--- config.mk ---
export PLATFORM = sky130hd
export DESIGN_NAME = dsu_ctrl
export DESIGN_NICKNAME = d
export VERILOG_FILES = /design/src/rtl/dsu_pkg.sv /design/src/rtl/dsu_ctrl.sv
export SDC_FILE = /design/constraint.sdc
export NUM_CORES = 1
export LEC_CHECK = 0
export BUFFER_PORTS_ARGS = -buffer_cell sky130_fd_sc_hd__buf_2
export CAP_MARGIN = 20
export CORE_MARGIN = 10
export CORE_UTILIZATION = 40
export CTS_BUF_LIST = sky130_fd_sc_hd__clkbuf_8
export DETAILED_ROUTE_END_ITERATION = 6
export HOLD_SLACK_MARGIN = 0.03
export PLACE_DENSITY_LB_ADDON = 0.3
export SETUP_SLACK_MARGIN = 0.2
export SYNTH_ARGS = -nofsm -noshare
export SYNTH_HDL_FRONTEND = slang
export SYNTH_SLANG_ARGS = --single-unit
--- constraint.sdc ---
create_clock -name clk -period 2.8 [get_ports clk]
set_input_delay 0.28 -clock clk [delete_from_list [all_inputs] [get_ports clk]]
set_output_delay 0.28 -clock clk [all_outputs]
set_load 0.005 [all_outputs]
--- src/rtl/dsu_pkg.sv ---
// Shared types and constants of the disjoint-set union-find engine.
`default_nettype none
package dsu_pkg;

  localparam int MAX_ELEMENTS = 1024;
  localparam int IDX_W        = $clog2(MAX_ELEMENTS);
  localparam int CNT_W        = IDX_W + 1;
  localparam int ENT_W        = CNT_W + 1;

  typedef enum logic [1:0] {
    MODE_UNITE = 2'd0,
    MODE_SAME  = 2'd1,
    MODE_SIZE  = 2'd2,
    MODE_COUNT = 2'd3
  } mode_t;

  typedef enum logic [2:0] {
    ST_CLEAR,
    ST_IDLE,
    ST_WALK,
    ST_COMP,
    ST_FINISH,
    ST_LINK,
    ST_RESP
  } state_t;

  typedef struct packed {
    mode_t            mode;
    logic [IDX_W-1:0] elem_x;
    logic [IDX_W-1:0] elem_y;
  } in_item_t;

  typedef struct packed {
    logic [IDX_W-1:0] root_x;
    logic             merged;
    logic             in_same_set;
    logic [CNT_W-1:0] set_size;
    logic [CNT_W-1:0] component_count;
    logic             index_error;
  } out_item_t;

  typedef struct packed {
    logic             load;
    logic [CNT_W-1:0] count;
  } cfg_ctl_t;

  typedef struct packed {
    logic             we;
    logic [IDX_W-1:0] waddr;
    logic [ENT_W-1:0] wdata;
    logic [IDX_W-1:0] raddr;
  } mem_req_t;

endpackage
`default_nettype wire

--- src/rtl/dsu_ctrl.sv ---
// Sequencer: table clear, root walk, path compression, union and result build.
`default_nettype none
module dsu_ctrl (
  input  wire logic                         clk,
  input  wire logic                         rst_n,
  input  wire dsu_pkg::cfg_ctl_t            cfg,
  input  wire logic [dsu_pkg::CNT_W-1:0]    elem_count,
  input  wire logic                         in_valid,
  output logic                              in_ready,
  input  wire dsu_pkg::in_item_t            in_data,
  output logic                              res_valid,
  input  wire logic                         res_ready,
  output dsu_pkg::out_item_t                res,
  output dsu_pkg::mem_req_t                 mem,
  input  wire logic [dsu_pkg::ENT_W-1:0]    mem_rdata
);

  localparam logic [dsu_pkg::IDX_W-1:0] LAST_IDX = dsu_pkg::IDX_W'(dsu_pkg::MAX_ELEMENTS - 1);

  function automatic logic [dsu_pkg::CNT_W-1:0] neg_size(input logic [dsu_pkg::ENT_W-1:0] e);
    logic [dsu_pkg::ENT_W-1:0] n;
    n = -e;
    return n[dsu_pkg::CNT_W-1:0];
  endfunction

  dsu_pkg::state_t              state_r,    state_nxt;
  dsu_pkg::mode_t               mode_r,     mode_nxt;
  logic [dsu_pkg::IDX_W-1:0]    x_r,        x_nxt;
  logic [dsu_pkg::IDX_W-1:0]    y_r,        y_nxt;
  logic [dsu_pkg::IDX_W-1:0]    cur_r,      cur_nxt;
  logic                         pass_r,     pass_nxt;
  logic [dsu_pkg::IDX_W-1:0]    root_x_r,   root_x_nxt;
  logic [dsu_pkg::IDX_W-1:0]    root_y_r,   root_y_nxt;
  logic signed [dsu_pkg::ENT_W-1:0] ent_x_r, ent_x_nxt;
  logic signed [dsu_pkg::ENT_W-1:0] ent_y_r, ent_y_nxt;
  logic [dsu_pkg::IDX_W-1:0]    child_r,    child_nxt;
  logic [dsu_pkg::CNT_W-1:0]    sets_r,     sets_nxt;
  logic [dsu_pkg::IDX_W-1:0]    clr_cnt_r,  clr_cnt_nxt;
  dsu_pkg::out_item_t           res_r,      res_nxt;

  logic [dsu_pkg::IDX_W-1:0]    root_cur;
  logic [dsu_pkg::IDX_W-1:0]    start_idx;
  logic [dsu_pkg::IDX_W-1:0]    parent;
  logic                         pass_done;
  logic                         idx_err;
  logic signed [dsu_pkg::ENT_W-1:0] ent_sum;
  logic                         y_bigger;

  always_ff @(posedge clk) begin
    if (!rst_n) begin
      state_r   <= dsu_pkg::ST_CLEAR;
      clr_cnt_r <= '0;
      sets_r    <= dsu_pkg::CNT_W'(dsu_pkg::MAX_ELEMENTS);
      pass_r    <= 1'b0;
    end else begin
      state_r   <= state_nxt;
      clr_cnt_r <= clr_cnt_nxt;
      sets_r    <= sets_nxt;
      pass_r    <= pass_nxt;
    end
  end

  always_ff @(posedge clk) begin
    mode_r   <= mode_nxt;
    x_r      <= x_nxt;
    y_r      <= y_nxt;
    cur_r    <= cur_nxt;
    root_x_r <= root_x_nxt;
    root_y_r <= root_y_nxt;
    ent_x_r  <= ent_x_nxt;
    ent_y_r  <= ent_y_nxt;
    child_r  <= child_nxt;
    res_r    <= res_nxt;
  end

  always_comb begin
    state_nxt   = state_r;
    mode_nxt    = mode_r;
    x_nxt       = x_r;
    y_nxt       = y_r;
    cur_nxt     = cur_r;
    pass_nxt    = pass_r;
    root_x_nxt  = root_x_r;
    root_y_nxt  = root_y_r;
    ent_x_nxt   = ent_x_r;
    ent_y_nxt   = ent_y_r;
    child_nxt   = child_r;
    sets_nxt    = sets_r;
    clr_cnt_nxt = clr_cnt_r;
    res_nxt     = res_r;

    mem.we    = 1'b0;
    mem.waddr = cur_r;
    mem.wdata = '1;
    mem.raddr = cur_r;

    in_ready  = (state_r == dsu_pkg::ST_IDLE);
    res_valid = (state_r == dsu_pkg::ST_RESP);
    res       = res_r;
    res.component_count = sets_r;

    root_cur  = pass_r ? root_y_r : root_x_r;
    start_idx = pass_r ? y_r : x_r;
    parent    = mem_rdata[dsu_pkg::IDX_W-1:0];
    pass_done = 1'b0;
    idx_err   = (dsu_pkg::CNT_W'(in_data.elem_x) >= elem_count) ||
                ((in_data.mode != dsu_pkg::MODE_SIZE) &&
                 (dsu_pkg::CNT_W'(in_data.elem_y) >= elem_count));
    ent_sum   = ent_x_r + ent_y_r;
    y_bigger  = (ent_y_r < ent_x_r);

    unique case (state_r)
      dsu_pkg::ST_CLEAR: begin
        mem.we    = 1'b1;
        mem.waddr = clr_cnt_r;
        mem.wdata = '1;
        if (clr_cnt_r == LAST_IDX) begin
          state_nxt = dsu_pkg::ST_IDLE;
        end else begin
          clr_cnt_nxt = clr_cnt_r + 1'b1;
        end
      end

      dsu_pkg::ST_IDLE: begin
        if (in_valid) begin
          mode_nxt = in_data.mode;
          x_nxt    = in_data.elem_x;
          y_nxt    = in_data.elem_y;
          pass_nxt = 1'b0;
          if ((in_data.mode == dsu_pkg::MODE_COUNT) || idx_err) begin
            res_nxt             = '0;
            res_nxt.index_error = (in_data.mode != dsu_pkg::MODE_COUNT) && idx_err;
            state_nxt           = dsu_pkg::ST_RESP;
          end else begin
            mem.raddr = in_data.elem_x;
            cur_nxt   = in_data.elem_x;
            state_nxt = dsu_pkg::ST_WALK;
          end
        end
      end

      dsu_pkg::ST_WALK: begin
        if (!mem_rdata[dsu_pkg::ENT_W-1]) begin
          // follow the parent link
          cur_nxt   = parent;
          mem.raddr = parent;
        end else begin
          if (pass_r) begin
            root_y_nxt = cur_r;
            ent_y_nxt  = mem_rdata;
          end else begin
            root_x_nxt = cur_r;
            ent_x_nxt  = mem_rdata;
          end
          if (start_idx != cur_r) begin
            mem.raddr = start_idx;
            cur_nxt   = start_idx;
            state_nxt = dsu_pkg::ST_COMP;
          end else begin
            pass_done = 1'b1;
          end
        end
      end

      dsu_pkg::ST_COMP: begin
        // point the visited node straight at the root, then step on
        mem.we    = 1'b1;
        mem.waddr = cur_r;
        mem.wdata = dsu_pkg::ENT_W'(root_cur);
        if (parent == root_cur) begin
          pass_done = 1'b1;
        end else begin
          cur_nxt   = parent;
          mem.raddr = parent;
        end
      end

      dsu_pkg::ST_FINISH: begin
        res_nxt             = '0;
        res_nxt.root_x      = root_x_r;
        res_nxt.set_size    = neg_size(ent_x_r);
        state_nxt           = dsu_pkg::ST_RESP;
        unique case (mode_r)
          dsu_pkg::MODE_UNITE: begin
            res_nxt.in_same_set = 1'b1;
            if (root_x_r != root_y_r) begin
              mem.we           = 1'b1;
              mem.waddr        = y_bigger ? root_y_r : root_x_r;
              mem.wdata        = ent_sum;
              child_nxt        = y_bigger ? root_x_r : root_y_r;
              res_nxt.root_x   = y_bigger ? root_y_r : root_x_r;
              res_nxt.set_size = neg_size(ent_sum);
              res_nxt.merged   = 1'b1;
              if (sets_r != '0) begin
                sets_nxt = sets_r - 1'b1;
              end
              state_nxt = dsu_pkg::ST_LINK;
            end
          end
          dsu_pkg::MODE_SAME: begin
            res_nxt.in_same_set = (root_x_r == root_y_r);
          end
          dsu_pkg::MODE_SIZE: begin
          end
          dsu_pkg::MODE_COUNT: begin
          end
        endcase
      end

      dsu_pkg::ST_LINK: begin
        mem.we    = 1'b1;
        mem.waddr = child_r;
        mem.wdata = dsu_pkg::ENT_W'(res_r.root_x);
        state_nxt = dsu_pkg::ST_RESP;
      end

      dsu_pkg::ST_RESP: begin
        if (res_ready) begin
          state_nxt = dsu_pkg::ST_IDLE;
        end
      end
    endcase

    if (pass_done) begin
      if (!pass_r && ((mode_r == dsu_pkg::MODE_UNITE) || (mode_r == dsu_pkg::MODE_SAME))) begin
        pass_nxt  = 1'b1;
        mem.raddr = y_r;
        cur_nxt   = y_r;
        state_nxt = dsu_pkg::ST_WALK;
      end else begin
        state_nxt = dsu_pkg::ST_FINISH;
      end
    end

    // a register write restarts the clearing sweep
    if (cfg.load) begin
      state_nxt   = dsu_pkg::ST_CLEAR;
      clr_cnt_nxt = '0;
      sets_nxt    = cfg.count;
    end
  end

endmodule
`default_nettype wire
Word level (Yosys, flattened, before mapping). Cells that the tools add are included.

Add/sub/neg operators: 5. Magnitude comparators: 3. Equality and inequality tests: 22. Multiplexer cells: 47. Bitwise operators: 3. Reductions and logical operators: 25.

Operator list (count): 2-to-1 mux 10 bit (11); 2-to-1 mux 11 bit (9); case mux 23 bit (4 select lines) (1); 2-to-1 mux 35 bit (2); case mux 35 bit (2 select lines) (1); 2-to-1 mux 23 bit (2); case mux 10 bit (3 select lines) (1); 2-to-1 mux 3 bit (8); greater-or-equal comparator 10 x 11 -> 1 bit (2); negator 11 bit (2); == test 10 bit (2); inequality test 10 bit (2); case mux 3 bit (6 select lines) (1); adder 12 bit (1); < comparator 12 bit (1); AND reduction 3 bit (4); nonzero test 11 bit (1); subtractor 11 x 1 -> 11 bit (second input constant) (1); adder 10 x 1 -> 10 bit (second input constant) (1); == test 10 bit (second input constant) (1); nonzero test 2 bit (5); == test 3 bit (second input constant) (3); inequality test 3 bit (second input constant) (3); 2-to-1 mux 1 bit (7); other kinds (21) (33).

Register bits: 133. Input port bits: 61. Output and inout bits: 70.

Depth between registers and ports, before layout. Gate-level depths: netlist of the first run.

Depth after elaboration: 9. Depth in mapped cells: 11.

Worst setup path before layout of the first run. OpenSTA, ideal clock, no wires.

Path type: reg-to-reg. Start: register state_r[2]. End: register res_r, in the netlist res[0], enable pin. Arrival time: 2599 ps. Path slack: -204 ps. Stages on the path, launching flop included: 7. Period minus slack after synthesis: 3004 ps. Cells stage by stage: dfxtp_1 -> clkbuf_1 -> inv_2 -> nor3_1 -> clkbuf_1 -> a21oi_1 -> nor2_1.

Cells in the longest elaborated chain, start to end: 3. Elaborated cells on any way between the ends: 6.

RTL lines: start, declared (line dsu_ctrl.sv:26) `dsu_pkg::state_t state_r, state_nxt;`; start signal, assigned (line dsu_ctrl.sv:51) `state_r <= dsu_pkg::ST_CLEAR;`; start signal, assigned (line dsu_ctrl.sv:56) `state_r <= state_nxt;`; == test 3 x 1 -> 1 bit or == test 3 bit (tied branches) (line dsu_ctrl.sv:112) `unique case (state_r)`; inequality test 2 x 1 -> 1 bit (no source line) (tied with other cells); AND reduction 3 bit (no source line) *; end signal, assigned (line dsu_ctrl.sv:73) `res_r <= res_nxt;`; end, declared (line dsu_ctrl.sv:39) `dsu_pkg::out_item_t res_r, res_nxt;`.

Every way passes the cells marked *; elsewhere a longest branch is shown, timed or not. A chain may end at the register's enable or synchronous reset.

==> results of run 1 <==
==> layer usage <==
layer / part of all wire (%) / vias to the layer above / track usage (%)
met2: 48 / 334 / 33.3
li1: - / 3641 / -
met3: 7.7 / 54 / 4.63
met4: 2.7 / 0 / 6.39
met1: 41 / 3667 / 24.8
met5: 0 / - / 0
==> registers in the layout, summed over array words and instances (netlist names) <==
register	flops
x_r	10
clr_cnt_r	10
ent_y_r	11
root_y_r	10
state_r	3
res	24
sets_r	11
ent_x_r	11
y_r	10
cur_r	10
mode_r	2
pass_r	1
child_r	10
root_x_r	10
==> synthesized netlist by cell type (all sizes together), types with 19 or more instances <==
library cell  number  share of area [%]
ha                46                7.0
nor2              76                3.5
dfxtp             35                8.5
edfxtp            98                 36
nand2             63                2.9
nand3             19                1.2
xor2              32                3.4
nand4             20                1.5
clkbuf            22                1.0
a21oi             54                3.3
mux2i             28                3.4
o21ai             42                2.6
inv               43                2.0
xnor2             36                3.8
==> kinds of logic (layout without fill, tap and decap cells) <==
family / after synthesis / count (layout)
compound gates: 199 / 199
xor+xnor: 68 / 68
fa+ha+maj: 47 / 47
simple gates: 265 / 265
flops: 133 / 133
buf+inv: 77 / 378
mux: 40 / 40
==> cell usage in the layout, fill, tap and decap left out, types with 20 or more instances in the layout <==
| cell type | n |
|---|---|
| xnor2_1 | 28 |
| buf_4 | 119 |
| xor2_1 | 27 |
| dfxtp_1 | 34 |
| edfxtp_1 | 98 |
| buf_6 | 27 |
| nor2_1 | 73 |
| nand4_1 | 20 |
| a21oi_1 | 50 |
| buf_2 | 129 |
| o21ai_0 | 24 |
| inv_1 | 41 |
| nand2_1 | 56 |
| ha_1 | 36 |
==> cell type report <==
type	count	area share, %
inverters	43	1.36
repair buffers	303	19.1
well taps	270	2.84
flip-flops and latches	133	30.6
clock buffers	17	1.97
clock inverters	15	1.59
multi-input cells	619	42.5
==> how the worst max path moves through the flow <==
stage / from / slack, ps / to
CTS: pass_r / -550 / mem[3]
global placement: pass_r / -200 / mem[3]
global route: pass_r / -710 / mem[0]
finish: pass_r / -600 / mem[1]
floorplan: pass_r / 220 / mem[2]
detailed placement: pass_r / -240 / mem[6]
==> critical path, stage by stage, from the launching register on <==
cell and delay, ps:
dfxtp_4 410, buf_12 170, buf_12 110, mux2i_4 250
xnor2_1 150, nor4_2 230, nand4_1 210, and3b_2 330
buf_12 160, a22oi_2 180, o2111ai_2 150, o221a_2 190
buf_6 120
==> power by group through the flow <==
stage	logic, mW	clock network [mW]	registers [mW]
floorplan	0.212	0	2.26
global placement	0.502	0	2.26
detailed placement	0.507	0	2.26
CTS	0.531	1.79	2.21
global route	0.610	1.87	2.22
finish	0.561	1.78	2.21
==> metrics by stage <==
stage	cells	hold slack, ps
CTS	1379	32.5
global route	1400	36.9
global placement	1296	470
finish	1400	51.6
floorplan	829	379
detailed placement	1296	473
==> repair_timing <==
item | 4_1_cts | 5_1_grt
endpoints found under the hold margin | 14 | 0
setup buffers | 34 | 21
hold buffers | 13 | 0
gates cloned | 4 | 0
setup endpoints to repair | 57 | 78
pin swaps | 49 | 64
gates resized for setup | 97 | 119
==> flow_metrics.env, run 1 <==
export IMPL_status="complete, but fails checks"
export IMPL_violations="setup timing"
export IMPL_slew_headroom_pct=48.5
export IMPL_grt_pass1_vias=7780
export IMPL_tightest_slew_ps=770
export IMPL_p_leak_nw=4.88
export IMPL_cp_data_arrival_time_ps=3120
export IMPL_post_route_min_period_ps=3400
export IMPL_cp_max_fo=6
export IMPL_min_period_over_period_pct=122
export IMPL_peakVddDrop_uv=308
export IMPL_reg2regPathDepth=13
export IMPL_die_h_um=163
export IMPL_synthAdderAreaFrac_pct=7.25
export IMPL_io_pins=131
export IMPL_finalWirelength_mm=28.2
export IMPL_synth_distinct_cells=67
export IMPL_drive_gt1_share_pct=40.4
export IMPL_vias=7696
export IMPL_muxShareOfSynthArea_pct=5.10
export IMPL_synth_ff_type="edfxtp_1"
export IMPL_power_switching_mw=1.17
export IMPL_synth_top_family_by_area="simple AND/OR/NAND/NOR gates"
export IMPL_rsz0062_at_grt="yes"
export IMPL_synthCells=829
export IMPL_n_antenna_cell=0
export IMPL_seq_area_um2=3650
export IMPL_htree_levels=4
export IMPL_ys_ff_latch=133
export IMPL_die_x_um=163
export IMPL_setup_viol=33
export IMPL_dieArea_um2=26700
export IMPL_clock_path_buffers=2
export IMPL_grt_pass1_wl_mm=41.9
export IMPL_worstSetupEndpointType="primary output"
export IMPL_finalPower_mw=4.56
export IMPL_drt_iter0_drc=585
export IMPL_place_gp_congestion=0.878
export IMPL_holdCritPathClass="input pin to flip-flop"
export IMPL_min_from="cfg[0]"
export IMPL_power_density_nw_per_um2=383
export IMPL_fmax_mhz=294
export IMPL_synthToLayoutAreaGrowth_pct=44.8
export IMPL_fp_row_count=52
export IMPL_synth_edf_count=98
export IMPL_reg2reg_slack_ps=60
export IMPL_r2r_start="root_x_r[1]"
export IMPL_clkPwrFrac_pct=39.1
export IMPL_hold_violations=0
export IMPL_remaining_drc_errors=0
export IMPL_dp_hpwl_mm=19.6
export IMPL_grt_max_degree=31
export IMPL_finish_instance_area_um2=11900
export IMPL_clk_pin_slew_ps=90
export IMPL_hold_path_depth=2
export IMPL_synth_cell_area_um2=8220
export IMPL_syn_nets=937
export IMPL_swShare_pct=25.6
export IMPL_cts_tree="done"
export IMPL_dr_pass1_iters=5
export IMPL_slew_viol_final=0
export IMPL_worstPathRequired_ps=2520
export IMPL_final_setup_skew_ps=15.3
export IMPL_core_area_um2=20200
export IMPL_wl_per_cell_um=20.1
export IMPL_combPwrFrac_pct=12.3
export IMPL_start_util_pct=40.6
export IMPL_fin_util_pct=58.8
export IMPL_synth_compound_area_share_pct=16.0
export IMPL_tns_ps=-9830
export IMPL_final_nets=1225
export IMPL_antenna_found_initial=0
export IMPL_ys_seq_area_share_pct=44.3
export IMPL_overflow=0
export IMPL_dpl_cell_area_um2=9890
export IMPL_regToRegEndpoint="sets_r[8]"
export IMPL_drtAntennaViolNets=0
export IMPL_seq_power_share_pct=48.6
export IMPL_cts_buffers=17
export IMPL_holdPathEnd="sets_r[0]"
export IMPL_syn_area_per_cell_um2=9.91
export IMPL_async_flop_share_pct=0
export IMPL_fill_cells=1676
export IMPL_drv_cap=0
export IMPL_yosys_warnings=0
export IMPL_fin_ws_ps=-605
export IMPL_multi_input_area_um2=5060
export IMPL_crit_type="flip-flop to primary output"
export IMPL_synth_simple_area_share_pct=16.2
export IMPL_start_kind="flip-flop"
export IMPL_root_buffer="clkbuf_8"
export IMPL_worst_skew_pair_late_latency_ps=460
export IMPL_dp_slack_ps=-237
export IMPL_p_int_mw=3.39
export IMPL_portBuffers=130
export IMPL_synth_xor_area_share_pct=7.25
export IMPL_grt_usage_pct=19.9
export IMPL_cts_sinks=133
export IMPL_vias_per_cell=5.50
(Power assumes the default switching activity.)
==> run 2, diff against run 1 <==
Settings changed: CTS_BUF_LIST sky130_fd_sc_hd__clkbuf_8 to sky130_fd_sc_hd__clkbuf_4, REMOVE_ABC_BUFFERS set to 1, SLEW_MARGIN set to 10.
==> run 2 against run 1 <==
Against the previous run:
- the run still ends with setup timing left
- fmax down 2.4%
- clock power down 34%
- via count up 3.8%
- power down 13%
- sequential power about the same
- die area unchanged
- final cell count up 1.1%
- combinational power down 1%
- count of clock-buffer cells in the layout up 6
==> flow_metrics.env, run 2 (synthesis gave the netlist of run 1 again) <==
export IMPL_grt_max_degree=27
export IMPL_largest_reg_flops=24
export IMPL_finalPower_mw=3.97
export IMPL_place_gp_congestion=0.856
export IMPL_dp_hpwl_mm=19.2
export IMPL_layout_commonest_cell="buf_2"
export IMPL_dpl_cell_area_um2=9780
export IMPL_peakVddDrop_uv=215
export IMPL_power_density_nw_per_um2=330
export IMPL_drv_cap=0
export IMPL_cp_data_arrival_time_ps=3210
export IMPL_cts_buffers=17
export IMPL_cp_slowest_stage_delay_ps=440
export IMPL_die_h_um=163
export IMPL_power_switching_mw=1.05
export IMPL_status="complete, but fails checks"
export IMPL_final_nets=1237
export IMPL_grt_usage_pct=19.8
export IMPL_cp_max_fo=8
export IMPL_final_cell_mix="buf_2 (126), edfxtp_1 (98), buf_4 (95)"
export IMPL_violations="setup timing"
export IMPL_min_period_over_period_pct=125
export IMPL_finish_instance_area_um2=12000
export IMPL_multi_input_area_um2=5160
export IMPL_seq_power_share_pct=56.3
export IMPL_vias_per_cell=5.65
export IMPL_grtUsageMet2_pct=34.1
export IMPL_hold_violations=0
export IMPL_slew_headroom_pct=48.8
export IMPL_dieArea_um2=26700
export IMPL_reg2reg_slack_ps=-70
export IMPL_portBuffers=130
export IMPL_setup_viol=36
export IMPL_core_area_um2=20200
export IMPL_crit_type="flip-flop to primary output"
export IMPL_grt_pass1_wl_mm=41.4
export IMPL_start_util_pct=40.6
export IMPL_io_pins=131
export IMPL_start_kind="flip-flop"
export IMPL_fmax_mhz=287
export IMPL_fin_ws_ps=-687
export IMPL_p_int_mw=2.92
export IMPL_remaining_drc_errors=0
export IMPL_seq_area_um2=3650
export IMPL_tns_ps=-13060
export IMPL_root_buffer="clkbuf_4"
export IMPL_drt_iter0_drc=766
export IMPL_final_setup_skew_ps=17.9
export IMPL_p_leak_nw=4.84
export IMPL_cts_tree="done"
export IMPL_dp_cells=1284
export IMPL_grt_busiest_layer="met2"
export IMPL_slew_viol_final=0
export IMPL_rsz0062_at_grt="yes"
export IMPL_clock_path_buffers=2
export IMPL_fp_row_count=52
export IMPL_crit_slowest_cell="dfxtp_4"
export IMPL_fill_cells=1589
export IMPL_combPwrFrac_pct=13.9
export IMPL_worstPathRequired_ps=2520
export IMPL_clk_pin_slew_ps=110
export IMPL_worst_skew_pair_late_latency_ps=570
export IMPL_worstSetupEndpointType="primary output"
export IMPL_synthToLayoutAreaGrowth_pct=46.4
export IMPL_htree_levels=4
export IMPL_finalWirelength_mm=28.9
export IMPL_holdCritPathClass="input pin to flip-flop"
export IMPL_drtAntennaViolNets=0
export IMPL_stdcell_count=1415
export IMPL_wl_per_cell_um=20.4
export IMPL_overflow=0
export IMPL_tightest_slew_ps=762
export IMPL_grtUsageMet3_pct=3.93
export IMPL_clkPwrFrac_pct=29.8
export IMPL_die_x_um=163
export IMPL_swShare_pct=26.5
export IMPL_dr_pass1_iters=6
export IMPL_cts_sinks=133
export IMPL_cp_cell_sequence="buf_12 -> buf_4 -> mux2i_4 -> xor2_2 -> nand4_1 -> buf_4 -> nor3_4 -> nor2_1 -> a222oi_1 -> o211ai_1 -> o21a_1 -> buf_2"
export IMPL_drive_gt1_share_pct=39.4
export IMPL_antenna_found_initial=1
export IMPL_met1_usage_pct=23.4
export IMPL_crit_top_cell="buf_4"
export IMPL_vias=7988
export IMPL_grt_pass1_vias=7781
export IMPL_post_route_min_period_ps=3490
[run 2: worst paths after layout]
| kind | from | end | depth (start not counted) |
|---|---|---|---|
| setup / recovery | pass_r | mem[7] | 12 |
| hold / removal | rst_n | sets_r[10] | 2 |
| setup reg to reg | ent_y_r[0] | res[22] | 15 |
| hold reg to reg | clr_cnt_r[1] | clr_cnt_r[1] | 2 |
[run 2: stage by stage]
| step | hold WS [ps] | setup slack, ps | util [%] |
|---|---|---|---|
| global route | 41.6 | -822 | 59.4 |
| CTS | -23.3 | -640 | 54.9 |
| floorplan | 369 | -464 | - |
| detailed placement | 480 | -357 | 48.3 |
| finish | 44.8 | -687 | 59.5 |
| global placement | 474 | -292 | 48.3 |
[run 2: power groups by stage]
stage	logic [mW]	registers, mW	clock network [mW]
2_1_floorplan	0.210	2.26	0
3_3_place_gp	0.451	2.27	0
3_5_place_dp	0.457	2.27	0
4_1_cts	0.515	2.22	1.20
5_1_grt	0.597	2.24	1.27
6_report	0.553	2.23	1.18
[run 2: final cells by class]
class	count	share of cell area (%)
diodes	3	0.0624
multi-input cells	619	42.9
clock buffers	23	1.43
clock inverters	9	0.530
flip-flops and latches	133	30.3
repair buffers	315	20.6
well taps	270	2.81
inverters	43	1.34
[run 2: what timing repair did]
| item | CTS | global route |
|---|---|---|
| endpoints found under the setup margin | 50 | 75 |
| buffers inserted | 20 | 24 |
| resized for setup | 88 | 159 |
| endpoints found under the hold margin | 55 | 2 |
| gates cloned | 5 | 1 |
| pin swaps | 31 | 73 |
| hold buffers | 46 | 1 |
[run 2: worst max-delay path: cells and delay by family (launching register included)]
| family | cells | cell delay, ps |
|---|---|---|
| simple gates | 3 | 430 |
| xor+xnor | 1 | 200 |
| buf+inv | 4 | 680 |
| flops | 1 | 440 |
| compound gates | 3 | 620 |
| mux | 1 | 280 |
[run 2: routing by layer]
metal	up-vias	share of wire, %
li1	3678	-
met1	3836	40
met2	390	49
met3	84	7.2
met4	0	3.8
met5	-	0
==> run 3, diff against run 2 <==
Settings changed: PLACE_DENSITY_LB_ADDON 0.3 to 0.15.
==> run 3 against run 2 <==
Against the previous run:
- the flow still finishes with violations (setup timing)
- register-to-register slack hardly changed
- clock power hardly changed
- worst hold slack better by 32 ps
- worst setup slack better by 48 ps
- die area stayed put
- sequential power hardly changed
- final area is 1.3% lower
- critical path depth is 1 lower
- largest power group unchanged
==> flow_metrics.env, run 3 (synthesis gave the netlist of run 1 again) <==
export IMPL_violations="setup timing"
export IMPL_worst_skew_pair_late_latency_ps=570
export IMPL_dp_hpwl_mm=20.1
export IMPL_htree_levels=4
export IMPL_reg2regPathDepth=16
export IMPL_tightest_slew_ps=830
export IMPL_slew_headroom_pct=44.3
export IMPL_final_cell_mix="buf_2 (126), buf_4 (116), edfxtp_1 (98)"
export IMPL_final_setup_skew_ps=14.7
export IMPL_slew_viol_final=0
export IMPL_clk_pin_slew_ps=120
export IMPL_hold_path_depth=3
export IMPL_drive_gt1_share_pct=38.0
export IMPL_grt_max_degree=26
export IMPL_worstPathRequired_ps=2520
export IMPL_finalWirelength_mm=28.3
export IMPL_p_leak_nw=4.82
export IMPL_post_route_min_period_ps=3440
export IMPL_fill_cells=1719
export IMPL_cts_buffers=17
export IMPL_holdCritPathClass="input pin to flip-flop"
export IMPL_drt_iter0_drc=586
export IMPL_cts_tree="done"
export IMPL_start_kind="flip-flop"
export IMPL_remaining_drc_errors=0
export IMPL_setup_viol=34
export IMPL_drtAntennaViolNets=0
export IMPL_finalPower_mw=3.99
export IMPL_final_nets=1248
export IMPL_min_period_over_period_pct=123
export IMPL_grt_pass1_wl_mm=42.3
export IMPL_crit_type="flip-flop to primary output"
export IMPL_portBuffers=130
export IMPL_die_h_um=163
export IMPL_wl_per_cell_um=19.9
export IMPL_drv_cap=0
export IMPL_vias_per_cell=5.43
export IMPL_die_x_um=163
export IMPL_fmax_mhz=291
export IMPL_synthToLayoutAreaGrowth_pct=44.5
export IMPL_fin_ws_ps=-639
export IMPL_worstSetupEndpointType="primary output"
export IMPL_clock_path_buffers=2
export IMPL_fp_row_count=52
export IMPL_overflow=0
export IMPL_power_density_nw_per_um2=336
export IMPL_antenna_found_initial=1
export IMPL_io_pins=131
export IMPL_vias=7733
export IMPL_root_buffer="clkbuf_4"
export IMPL_dp_slack_ps=-231
export IMPL_core_area_um2=20200
export IMPL_cts_sinks=133
export IMPL_layout_commonest_cell="buf_2"
export IMPL_largest_reg_flops=24
export IMPL_cp_data_arrival_time_ps=3160
export IMPL_status="complete, but fails checks"
export IMPL_hold_violations=0
export IMPL_grt_pass1_vias=7820
export IMPL_dr_pass1_iters=6
export IMPL_rsz0062_at_grt="yes"
export IMPL_peakVddDrop_uv=226
export IMPL_cp_max_fo=6
export IMPL_grt_usage_pct=20.3
export IMPL_dieArea_um2=26700
export IMPL_place_gp_congestion=0.880
export IMPL_start_util_pct=40.6
==> run 3: timing repair <==
item	CTS	global route
setup buffers	33	15
endpoints found under the setup margin	52	62
hold buffers	46	0
pin swaps	53	51
resized for setup	100	81
hold endpoints to repair	53	0
gates cloned	3	0
==> run 3: final cells by class <==
class / count / area (um2) / area share (%)
multi-input cells: 619 / 4980 / 42.0
flip-flops and latches: 133 / 3650 / 30.7
repair buffers: 326 / 2500 / 21.1
well taps: 270 / 338 / 2.84
inverters: 43 / 164 / 1.38
clock buffers: 20 / 150 / 1.26
clock inverters: 11 / 87.6 / 0.738
diodes: 1 / 2.50 / 0.0211
==> run 3: path summary, 6_finish.rpt <==
| kind | start | to | slack [ps] |
|---|---|---|---|
| worst min-delay path | rst_n | sets_r[8] | 80 |
| worst max-delay path | pass_r | mem[6] | -640 |
| worst min register to register | clr_cnt_r[1] | clr_cnt_r[1] | 520 |
| worst max register to register | ent_x_r[1] | res[22] | -60 |
==> run 3: metrics by stage <==
stage	std cells	instance area (um2)	hold slack (ps)	setup TNS [ps]	util, %
CTS	1407	11400	34.6	-10380	56.1
global route	1423	11900	43.1	-15870	58.7
global placement	1294	9870	474	-1060	48.8
detailed placement	1294	9870	476	-2000	48.8
floorplan	795	8060	369	-23220	-
finish	1423	11900	76.3	-10370	58.7
==> run 3: power by group <==
part / internal [mW] / switching, mW
combinational: 0.297 / 0.284
sequential: 2.16 / 0.0553
clock: 0.450 / 0.741
==> run 3: worst max-delay path, stage by stage, from the launching register on <==
cell	delay, ps
dfxtp_4	430
buf_12	120
buf_16	130
mux2i_4	260
xnor2_2	110
nor4_2	320
nand4_1	230
o21bai_4	310
a21oi_2	170
o2111ai_1	150
o221a_1	240
buf_2	130
==> run 3: layer usage <==
metal	share of wire, %	up-vias	global-route usage, %
li1	-	3700	-
met1	40	3714	24.2
met2	51	273	36.0
met3	6.2	46	3.93
met4	2.2	0	6.07
met5	0	-	0
